[src/sv/ecv_pkg.sv]
// Package for the encoder count and velocity block.
// Field widths, register map and the job word passed from front to back end.
package ecv_pkg;

  localparam int COUNT_WIDTH_DEF = 32;
  localparam int SCALE_W         = 24;
  localparam int TIME_W          = 32;
  localparam int OUT_W           = 32;
  localparam int JOB_DEPTH       = 2;
  localparam int PADDR_W         = 3;
  localparam int PDATA_W         = 32;

  localparam logic [SCALE_W-1:0] SCALE_RESET = 24'd13522696;

  typedef enum logic [0:0] {
    CMD_EDGE  = 1'b0,
    CMD_QUERY = 1'b1
  } cmd_t;

  typedef enum logic [0:0] {
    REG_SCALE = 1'b0
  } reg_idx_t;

  typedef struct packed {
    logic              neg;
    logic              zero_time;
    logic [TIME_W-1:0] elapsed;
    logic [OUT_W-1:0]  pos;
  } job_ctl_t;

endpackage

[src/sv/ecv_front.sv]
// Front end: takes input words, keeps the position count and query history.
// Depends on ecv_pkg; hands query jobs to the job queue.
module ecv_front #(
  parameter int COUNT_WIDTH = ecv_pkg::COUNT_WIDTH_DEF
) (
  input  logic                        clk,
  input  logic                        rst_n,
  input  logic                        accept,
  input  logic                        cmd,
  input  logic                        chan_a_level,
  input  logic                        chan_b_level,
  input  logic [ecv_pkg::TIME_W-1:0]  time_us,
  output logic                        job_push,
  output ecv_pkg::job_ctl_t           job_ctl,
  output logic [COUNT_WIDTH-1:0]      job_mag
);

  logic [COUNT_WIDTH-1:0]     edge_count_r, edge_count_nxt;
  logic [COUNT_WIDTH-1:0]     count_last_r, count_last_nxt;
  logic [ecv_pkg::TIME_W-1:0] time_last_r, time_last_nxt;
  logic [COUNT_WIDTH-1:0]     delta;
  logic                       is_query;

  assign is_query = (ecv_pkg::cmd_t'(cmd) == ecv_pkg::CMD_QUERY);
  assign delta    = edge_count_r - count_last_r;

  always_comb begin
    job_ctl.neg       = delta[COUNT_WIDTH-1];
    job_ctl.zero_time = (time_us == time_last_r);
    job_ctl.elapsed   = time_us - time_last_r;
    job_ctl.pos       = ecv_pkg::OUT_W'($signed(edge_count_r));
    job_mag           = delta[COUNT_WIDTH-1] ? (~delta + 1'b1) : delta;
  end

  assign job_push = accept && is_query;

  always_comb begin
    edge_count_nxt = edge_count_r;
    count_last_nxt = count_last_r;
    time_last_nxt  = time_last_r;
    if (accept && !is_query) begin
      edge_count_nxt = (chan_a_level == chan_b_level) ? edge_count_r + 1'b1
                                                       : edge_count_r - 1'b1;
    end
    if (job_push) begin
      count_last_nxt = edge_count_r;
      if (!job_ctl.zero_time) begin
        time_last_nxt = time_us;
      end
    end
  end

  always_ff @(posedge clk) begin
    if (!rst_n) begin
      edge_count_r <= '0;
      count_last_r <= '0;
      time_last_r  <= '0;
    end else begin
      edge_count_r <= edge_count_nxt;
      count_last_r <= count_last_nxt;
      time_last_r  <= time_last_nxt;
    end
  end

endmodule

[src/sv/ecv_fifo.sv]
// Short job queue between the front end and the arithmetic back end.
// Depends on ecv_pkg for its depth.
module ecv_fifo #(
  parameter int WIDTH = 8
) (
  input  logic             clk,
  input  logic             rst_n,
  input  logic             push,
  input  logic [WIDTH-1:0] wdata,
  output logic             full,
  input  logic             pop,
  output logic             not_empty,
  output logic [WIDTH-1:0] rdata
);

  localparam int DEPTH = ecv_pkg::JOB_DEPTH;
  localparam int AW    = (DEPTH > 1) ? $clog2(DEPTH) : 1;
  localparam int CW    = $clog2(DEPTH + 1);

  logic [WIDTH-1:0] mem_r [DEPTH];
  logic [AW-1:0]    wr_ptr_r, wr_ptr_nxt;
  logic [AW-1:0]    rd_ptr_r, rd_ptr_nxt;
  logic [CW-1:0]    fill_r, fill_nxt;
  logic             do_push, do_pop;

  assign full      = (fill_r == CW'(DEPTH));
  assign not_empty = (fill_r != '0);
  assign do_push   = push && !full;
  assign do_pop    = pop && not_empty;
  assign rdata     = mem_r[rd_ptr_r];

  always_comb begin
    wr_ptr_nxt = wr_ptr_r;
    rd_ptr_nxt = rd_ptr_r;
    fill_nxt   = fill_r;
    if (do_push) begin
      wr_ptr_nxt = (wr_ptr_r == AW'(DEPTH - 1)) ? '0 : wr_ptr_r + 1'b1;
    end
    if (do_pop) begin
      rd_ptr_nxt = (rd_ptr_r == AW'(DEPTH - 1)) ? '0 : rd_ptr_r + 1'b1;
    end
    if (do_push && !do_pop) begin
      fill_nxt = fill_r + 1'b1;
    end else if (do_pop && !do_push) begin
      fill_nxt = fill_r - 1'b1;
    end
  end

  always_ff @(posedge clk) begin
    if (do_push) begin
      mem_r[wr_ptr_r] <= wdata;
    end
  end

  always_ff @(posedge clk) begin
    if (!rst_n) begin
      wr_ptr_r <= '0;
      rd_ptr_r <= '0;
      fill_r   <= '0;
    end else begin
      wr_ptr_r <= wr_ptr_nxt;
      rd_ptr_r <= rd_ptr_nxt;
      fill_r   <= fill_nxt;
    end
  end

endmodule

[src/sv/ecv_back.sv]
// Back end: shift-add multiply by the scale, restoring divide by elapsed time,
// saturation and the result register. Depends on ecv_pkg.
module ecv_back #(
  parameter int COUNT_WIDTH = ecv_pkg::COUNT_WIDTH_DEF
) (
  input  logic                         clk,
  input  logic                         rst_n,
  input  logic                         job_valid,
  input  ecv_pkg::job_ctl_t            job_ctl,
  input  logic [COUNT_WIDTH-1:0]       job_mag,
  output logic                         job_take,
  input  logic [ecv_pkg::SCALE_W-1:0]  scale,
  input  logic                         res_pop,
  output logic                         res_valid,
  output logic [ecv_pkg::OUT_W-1:0]    res_vel,
  output logic [ecv_pkg::OUT_W-1:0]    res_pos
);

  localparam int SW   = ecv_pkg::SCALE_W;
  localparam int TW   = ecv_pkg::TIME_W;
  localparam int OW   = ecv_pkg::OUT_W;
  localparam int PW   = COUNT_WIDTH + SW;
  localparam int HW   = PW - TW;
  localparam int CMPW = (HW > TW) ? HW : TW;
  localparam int NW   = $clog2(TW + 1);

  typedef enum logic [4:0] {
    ST_IDLE = 5'b00001,
    ST_MUL  = 5'b00010,
    ST_CHK  = 5'b00100,
    ST_DIV  = 5'b01000,
    ST_FIN  = 5'b10000
  } state_t;

  state_t            state_r, state_nxt;
  ecv_pkg::job_ctl_t ctl_r, ctl_nxt;
  logic [PW-1:0]     acc_r, acc_nxt;
  logic [PW-1:0]     mcand_r, mcand_nxt;
  logic [SW-1:0]     sc_r, sc_nxt;
  logic [NW-1:0]     cnt_r, cnt_nxt;
  logic [TW-1:0]     rem_r, rem_nxt;
  logic [TW-1:0]     quo_r, quo_nxt;
  logic              sat_r, sat_nxt;
  logic              res_valid_r, res_valid_nxt;
  logic [OW-1:0]     res_vel_r, res_vel_nxt;
  logic [OW-1:0]     res_pos_r, res_pos_nxt;

  logic [TW:0]       trial;
  logic              trial_ge;
  logic              hi_ge;
  logic [OW-1:0]     limit, mag_sat, vel;
  logic              slot_free;

  assign trial    = {rem_r, quo_r[TW-1]};
  assign trial_ge = (trial >= {1'b0, ctl_r.elapsed});
  assign hi_ge    = (CMPW'(acc_r[PW-1:TW]) >= CMPW'(ctl_r.elapsed));

  always_comb begin
    limit   = ctl_r.neg ? {1'b1, {(OW-1){1'b0}}} : {1'b0, {(OW-1){1'b1}}};
    mag_sat = (sat_r || (quo_r > limit)) ? limit : quo_r;
    if (ctl_r.zero_time) begin
      vel = '0;
    end else if (ctl_r.neg) begin
      vel = ~mag_sat + 1'b1;
    end else begin
      vel = mag_sat;
    end
  end

  assign slot_free = !res_valid_r || res_pop;
  assign job_take  = (state_r == ST_IDLE) && job_valid;

  always_comb begin
    state_nxt     = state_r;
    ctl_nxt       = ctl_r;
    acc_nxt       = acc_r;
    mcand_nxt     = mcand_r;
    sc_nxt        = sc_r;
    cnt_nxt       = cnt_r;
    rem_nxt       = rem_r;
    quo_nxt       = quo_r;
    sat_nxt       = sat_r;
    res_valid_nxt = res_valid_r && !res_pop;
    res_vel_nxt   = res_vel_r;
    res_pos_nxt   = res_pos_r;
    unique case (state_r)
      ST_IDLE: begin
        if (job_valid) begin
          ctl_nxt   = job_ctl;
          acc_nxt   = '0;
          mcand_nxt = PW'(job_mag);
          sc_nxt    = scale;
          cnt_nxt   = NW'(SW);
          sat_nxt   = 1'b0;
          state_nxt = job_ctl.zero_time ? ST_FIN : ST_MUL;
        end
      end
      ST_MUL: begin
        if (sc_r[0]) begin
          acc_nxt = acc_r + mcand_r;
        end
        mcand_nxt = mcand_r << 1;
        sc_nxt    = sc_r >> 1;
        cnt_nxt   = cnt_r - 1'b1;
        if (cnt_r == NW'(1)) begin
          state_nxt = ST_CHK;
        end
      end
      ST_CHK: begin
        sat_nxt   = hi_ge;
        rem_nxt   = TW'(acc_r >> TW);
        quo_nxt   = acc_r[TW-1:0];
        cnt_nxt   = NW'(TW);
        state_nxt = hi_ge ? ST_FIN : ST_DIV;
      end
      ST_DIV: begin
        rem_nxt = trial_ge ? TW'(trial - {1'b0, ctl_r.elapsed}) : trial[TW-1:0];
        quo_nxt = {quo_r[TW-2:0], trial_ge};
        cnt_nxt = cnt_r - 1'b1;
        if (cnt_r == NW'(1)) begin
          state_nxt = ST_FIN;
        end
      end
      ST_FIN: begin
        if (slot_free) begin
          res_valid_nxt = 1'b1;
          res_vel_nxt   = vel;
          res_pos_nxt   = ctl_r.pos;
          state_nxt     = ST_IDLE;
        end
      end
      default: begin
        state_nxt = ST_IDLE;
      end
    endcase
  end

  always_ff @(posedge clk) begin
    ctl_r     <= ctl_nxt;
    acc_r     <= acc_nxt;
    mcand_r   <= mcand_nxt;
    sc_r      <= sc_nxt;
    cnt_r     <= cnt_nxt;
    rem_r     <= rem_nxt;
    quo_r     <= quo_nxt;
    sat_r     <= sat_nxt;
    res_vel_r <= res_vel_nxt;
    res_pos_r <= res_pos_nxt;
  end

  always_ff @(posedge clk) begin
    if (!rst_n) begin
      state_r     <= ST_IDLE;
      res_valid_r <= 1'b0;
    end else begin
      state_r     <= state_nxt;
      res_valid_r <= res_valid_nxt;
    end
  end

  assign res_valid = res_valid_r;
  assign res_vel   = res_vel_r;
  assign res_pos   = res_pos_r;

endmodule

[src/sv/encoder_count_and_velocity.sv]
// Top level of the quadrature encoder counter with velocity estimate.
// Depends on ecv_pkg, ecv_front, ecv_fifo and ecv_back.
//
//   channel   handshake          payload
//   input     push / full        in_cmd, in_chan_a_level, in_chan_b_level, in_time_us
//   result    empty / pop        out_velocity_mrad_s, out_position_count
//   config    psel/penable/...   pwdata (rad_scale_milli at address 0)
//
// An edge word is taken and counted also while a query is being worked,
// unless the job queue is full.
// A query in the back end runs through one take, 24 multiply steps, one range check,
// 32 divide steps and one result load; an overflowing reading skips the divide, and
// equal timestamps skip to the load. The result load waits while an unread word is held.
// Two queries may wait in the job queue; full rises when it holds both.
// Reset clears the count, the query history and the queues; the scale returns to 13522696.
module encoder_count_and_velocity #(
  parameter int COUNT_WIDTH = ecv_pkg::COUNT_WIDTH_DEF
) (
  input  logic                          clk,
  input  logic                          rst_n,
  input  logic                          push,
  output logic                          full,
  input  logic                          in_cmd,
  input  logic                          in_chan_a_level,
  input  logic                          in_chan_b_level,
  input  logic [ecv_pkg::TIME_W-1:0]    in_time_us,
  output logic                          empty,
  input  logic                          pop,
  output logic signed [ecv_pkg::OUT_W-1:0] out_velocity_mrad_s,
  output logic signed [ecv_pkg::OUT_W-1:0] out_position_count,
  input  logic                          psel,
  input  logic                          penable,
  input  logic                          pwrite,
  input  logic [ecv_pkg::PADDR_W-1:0]   paddr,
  input  logic [ecv_pkg::PDATA_W-1:0]   pwdata,
  output logic [ecv_pkg::PDATA_W-1:0]   prdata,
  output logic                          pready
);

  localparam int JW = $bits(ecv_pkg::job_ctl_t) + COUNT_WIDTH;

  logic [ecv_pkg::SCALE_W-1:0] scale_r, scale_nxt;
  logic                        reg_sel;
  logic                        wr_en;
  logic                        accept;
  logic                        job_push, job_full, job_valid, job_take;
  ecv_pkg::job_ctl_t           front_ctl, back_ctl;
  logic [COUNT_WIDTH-1:0]      front_mag, back_mag;
  logic [JW-1:0]               job_rdata;
  logic                        res_valid;
  logic [ecv_pkg::OUT_W-1:0]   res_vel, res_pos;

  assign pready  = 1'b1;
  assign reg_sel = (ecv_pkg::reg_idx_t'(paddr[2]) == ecv_pkg::REG_SCALE);
  assign wr_en   = psel && penable && pwrite && pready && reg_sel;
  assign prdata  = reg_sel ? ecv_pkg::PDATA_W'(scale_r) : '0;

  always_comb begin
    scale_nxt = scale_r;
    if (wr_en) begin
      scale_nxt = pwdata[ecv_pkg::SCALE_W-1:0];
    end
  end

  always_ff @(posedge clk) begin
    if (!rst_n) begin
      scale_r <= ecv_pkg::SCALE_RESET;
    end else begin
      scale_r <= scale_nxt;
    end
  end

  assign full   = job_full;
  assign accept = push && !full;

  ecv_front #(
    .COUNT_WIDTH (COUNT_WIDTH)
  ) u_front (
    .clk          (clk),
    .rst_n        (rst_n),
    .accept       (accept),
    .cmd          (in_cmd),
    .chan_a_level (in_chan_a_level),
    .chan_b_level (in_chan_b_level),
    .time_us      (in_time_us),
    .job_push     (job_push),
    .job_ctl      (front_ctl),
    .job_mag      (front_mag)
  );

  ecv_fifo #(
    .WIDTH (JW)
  ) u_jobq (
    .clk       (clk),
    .rst_n     (rst_n),
    .push      (job_push),
    .wdata     ({front_ctl, front_mag}),
    .full      (job_full),
    .pop       (job_take),
    .not_empty (job_valid),
    .rdata     (job_rdata)
  );

  assign back_ctl = job_rdata[JW-1:COUNT_WIDTH];
  assign back_mag = job_rdata[COUNT_WIDTH-1:0];

  ecv_back #(
    .COUNT_WIDTH (COUNT_WIDTH)
  ) u_back (
    .clk       (clk),
    .rst_n     (rst_n),
    .job_valid (job_valid),
    .job_ctl   (back_ctl),
    .job_mag   (back_mag),
    .job_take  (job_take),
    .scale     (scale_r),
    .res_pop   (pop),
    .res_valid (res_valid),
    .res_vel   (res_vel),
    .res_pos   (res_pos)
  );

  assign empty               = !res_valid;
  assign out_velocity_mrad_s = res_vel;
  assign out_position_count  = res_pos;

  a_push_not_full: assert property (@(posedge clk) disable iff (!rst_n)
    job_push |-> !job_full)
    else $error("job pushed into a full queue");

  a_query_queued: assert property (@(posedge clk) disable iff (!rst_n)
    (accept && (ecv_pkg::cmd_t'(in_cmd) == ecv_pkg::CMD_QUERY)) |-> job_push)
    else $error("accepted query not queued");

  a_edge_not_queued: assert property (@(posedge clk) disable iff (!rst_n)
    (accept && (ecv_pkg::cmd_t'(in_cmd) == ecv_pkg::CMD_EDGE)) |-> !job_push)
    else $error("edge word queued as a job");

endmodule

[config.mk]
export PLATFORM = sky130hd
export DESIGN_NAME = encoder_count_and_velocity
export DESIGN_NICKNAME = d
export VERILOG_FILES = /design/src/sv/ecv_pkg.sv /design/src/sv/ecv_front.sv /design/src/sv/ecv_fifo.sv /design/src/sv/ecv_back.sv /design/src/sv/encoder_count_and_velocity.sv
export SDC_FILE = /design/constraint.sdc
export NUM_CORES = 1
export LEC_CHECK = 0
export BUFFER_PORTS_ARGS = -buffer_cell sky130_fd_sc_hd__buf_2
export CORE_MARGIN = 8
export CORE_UTILIZATION = 35
export DETAILED_ROUTE_END_ITERATION = 12
export HOLD_SLACK_MARGIN = 0.15
export PLACE_DENSITY_LB_ADDON = 0.1
export SLEW_MARGIN = 20
export SYNTH_ARGS = -nofsm -noshare
export SYNTH_HDL_FRONTEND = slang
export SYNTH_SLANG_ARGS = --single-unit
[constraint.sdc]
create_clock -name clk -period 15.3 [get_ports clk]
set_clock_uncertainty 0.15 [all_clocks]
set_input_delay 0.765 -clock clk [delete_from_list [all_inputs] [get_ports clk]]
set_output_delay 0.765 -clock clk [all_outputs]
set_load 0.01 [all_outputs]
==> results.cfg <==
[sta]
rsz0062_at_grt = no
max-slew-margin-rel = 0.275
fin_setup_tns_ps = 0
hold_viol = 0
max_freq_mhz = 168
tightest_slew_ps = 1080
finalCritPeriodShare = 0.390
setup_viol = 0
whs_ps = 197
period_minus_slack_ps = 5960
drv_slew = 0

[clock_tree]
clk_pin_slew_ps = 60
root_buffer = clkbuf_16
cts_tree = done
cts_resized = 0
numCtsBuffers = 81
htreeDepth = 3
clock_sinks = 664
clk_latency_ps = 650
cts_max_path_buffers = 3

[pwr]
p_total_mw = 7.90
p_leak_nw = 16.3
ir_drop_mv = 0.109
comb_power_share = 0.402
powerDensity_nw_per_um2 = 188
pwr-share-seq = 0.358
switchingPower_mw = 2.92
p_int_mw = 4.98
power.clock.fraction = 0.240
swShare = 0.370

[worst_setup_path]
critPathSlowestCell = edfxtp_1
crit_chain = buf_4, ha_1, a21o_1, a21o_1, a21o_1, a221oi_1, o21ai_0, a21oi_1, o211ai_1, buf_4, o21ai_0, ha_1, nand3_1, or3_1, or3_1, nor2_1, xnor2_1, o21ai_0, a211oi_1
slowest_delay_ps = 800
start_kind = register
crit_required_ps = 15610
worstPathMaxFanout = 62
ff2ff_path_depth = 19
cp-end-kind = register
worstSetupPathType = register to register
critPathArrivalTime_ps = 6280

[grt]
grt_use_total = 0.149
grt_pass1_wl_um = 143000
antenna_found_initial = 2
overflow = 0
first_global_vias = 25500
grt_max_degree = 95

[logic_synthesis]
synth_cells = 3585
yosysSeqAreaShare = 0.502
ys_warn_count = 0
synthFlopType = edfxtp_1
synth_edf_count = 533
syn_area_per_cell_um2 = 10.4
synthDominantCellAreaShare = 0.431
synth_area_um2 = 37100
yosys-top-cells-area = edfxtp_1, ha_1, dfxtp_1
synth-async-reset-ratio = 0
synth_cell_types = 87
ys_ff_latch = 664
synth_top_area_cell = edfxtp_1

[placed_design]
hpwlAfterDp_um = 61800
port_buffers = 156
gp_congestion = 0.806
dpl.cell_count = 5019

[route]
remaining_drc_errors = 0
dr.pass1.iters = 5
wl_per_cell_um = 17.0
wl_um = 88200
vias = 25800
vias_per_cell = 4.98
drt_iter0_markers = 1374
ant_nets = 0

[floorplanning]
die_height_um = 342
start_util = 0.353
fp.dieArea_um2 = 117000
core-area_um2 = 105000
fp.dieW_um = 342
rows = 119
ios = 176

[min_path]
hold_depth = 3
worst_hold_path_type = primary input to register

[layout]
drive_gt1_frac = 0.112
area_growth_pct = 13.3
fin_nets = 4042
fill_cells = 10400
instances_no_fill = 5179
final_core_util = 0.400

[job]
max_cap_violations = 0

[outcome]
status = complete, no violations
area by class of cell:
class	instances	area, µm²	area share
Clock buffer	100	2160	0.0514
Multi-Input combinational cell	2619	17400	0.413
Tap cell	1391	1740	0.0414
Sequential cell	664	18600	0.443
Clock inverter	50	468	0.0111
Inverter	162	609	0.0145
Timing Repair Buffer	192	1080	0.0256
Antenna cell	1	2.50	0.0000595
cells in the mapped netlist, types with 11 or more instances:
library cell    n
o31ai_1        17
inv_1         159
mux2_2         68
nand2_1       486
edfxtp_1      533
nor2_1        227
clkbuf_1      125
o22a_1         13
o21bai_1       21
dfxtp_1       131
o21ai_1        25
a31oi_1        19
mux2i_1        66
xnor2_1       116
nand3_1        66
o211ai_1       18
or3_1          19
a21o_1        107
and3_1         23
ha_1          240
nor4_1         11
xor2_1         73
and2_1         66
nand2b_1       33
a21boi_0       63
nand4_1        35
o21a_1         36
nor3_1         65
o21ai_0       157
or2_2          12
a21oi_1       251
a211oi_1       31
nor2b_1        83
sequential cells by signal (all words and copies together) (netlist names), 32 cells and up, named ones only:
name / count
u_back.acc_r: 56
u_back.ctl_r: 66
u_back.mcand_r: 56
u_back.quo_r: 32
u_back.rem_r: 32
u_back.res_pos: 32
u_back.res_vel: 32
u_front.count_last_r: 32
u_front.edge_count_r: 32
u_front.time_last_r: 32
u_jobq.mem_r: 196
per-stage QoR:
stage	area, µm²	setup WS (ps)
2_1_floorplan	37100	9460
3_3_place_gp	39300	9320
3_5_place_dp	39300	9300
4_1_cts	42000	9270
5_1_grt	42100	8810
6_report	42100	9340
cell usage in the layout, fill, tap and decap left out, types with 83 or more instances in the layout:
master / Yosys / layout
edfxtp_1: 533 / 533
nand2_1: 486 / 483
a21oi_1: 251 / 251
ha_1: 240 / 240
nor2_1: 227 / 225
inv_1: 159 / 158
o21ai_0: 157 / 157
buf_2: 4 / 155
dfxtp_1: 131 / 130
xnor2_1: 116 / 116
a21o_1: 107 / 107
clkbuf_16: 0 / 83
power groups by stage:
stage	Combinational, mW	Sequential (mW)	Clock (mW)
after global placement	3.21	2.86	0
after floorplan	2.49	2.76	0
after CTS	3.22	2.83	1.97
final	3.18	2.83	1.90
after global routing	3.61	2.88	2.03
after detailed placement	3.20	2.86	0
final timing paths:
| path | from | to | slack, ps |
|---|---|---|---|
| setup / recovery | u_back.ctl_r[65] | u_back.res_vel[28] | 9340 |
| hold / removal | pwdata[8] | scale_r[8] | 200 |
| setup reg to reg | u_back.ctl_r[65] | u_back.res_vel[28] | 9340 |
| hold reg to reg | u_back.ctl_r[2] | u_back.res_pos[2] | 270 |
worst max-delay path: cells and delay by family, from the launching register on:
kind	cells	cell delay, ps
AOI/OAI and AO/OA	10	1810
and+or+nand+nor	4	1250
buffers and inverters	2	930
DFF	1	800
adders and majority gates	2	680
xor gates and xnor gates	1	120
per-layer routing:
layer  vias to the layer above  track usage  wire length [µm]
li1                      13300            -                 -
met1                     12100        0.223             46200
met2                       315        0.224             37400
met3                       101       0.0232              2970
met4                         0       0.0331              1620
met5                         -            0                 0
cells by family (layout without fill, tap and decap cells):
kind of cell               after synthesis  count (layout)  share of synthesized area
AOI/OAI and AO/OA                      868             868                      0.151
adders and majority gates              245             245                     0.0836
buffers and inverters                  309             504                     0.0323
xor gates and xnor gates               189             189                     0.0446
and+or+nand+nor                       1174            1174                      0.148
DFF                                    664             664                      0.502
muxes                                  134             134                     0.0384
other                                    2              10                   0.000202
timing repair:
item,in CTS,in global routing
endpoints found under the hold margin,8,0
setup buffers,0,0
hold buffers,8,0
Power figures use the tool's default switching activity.
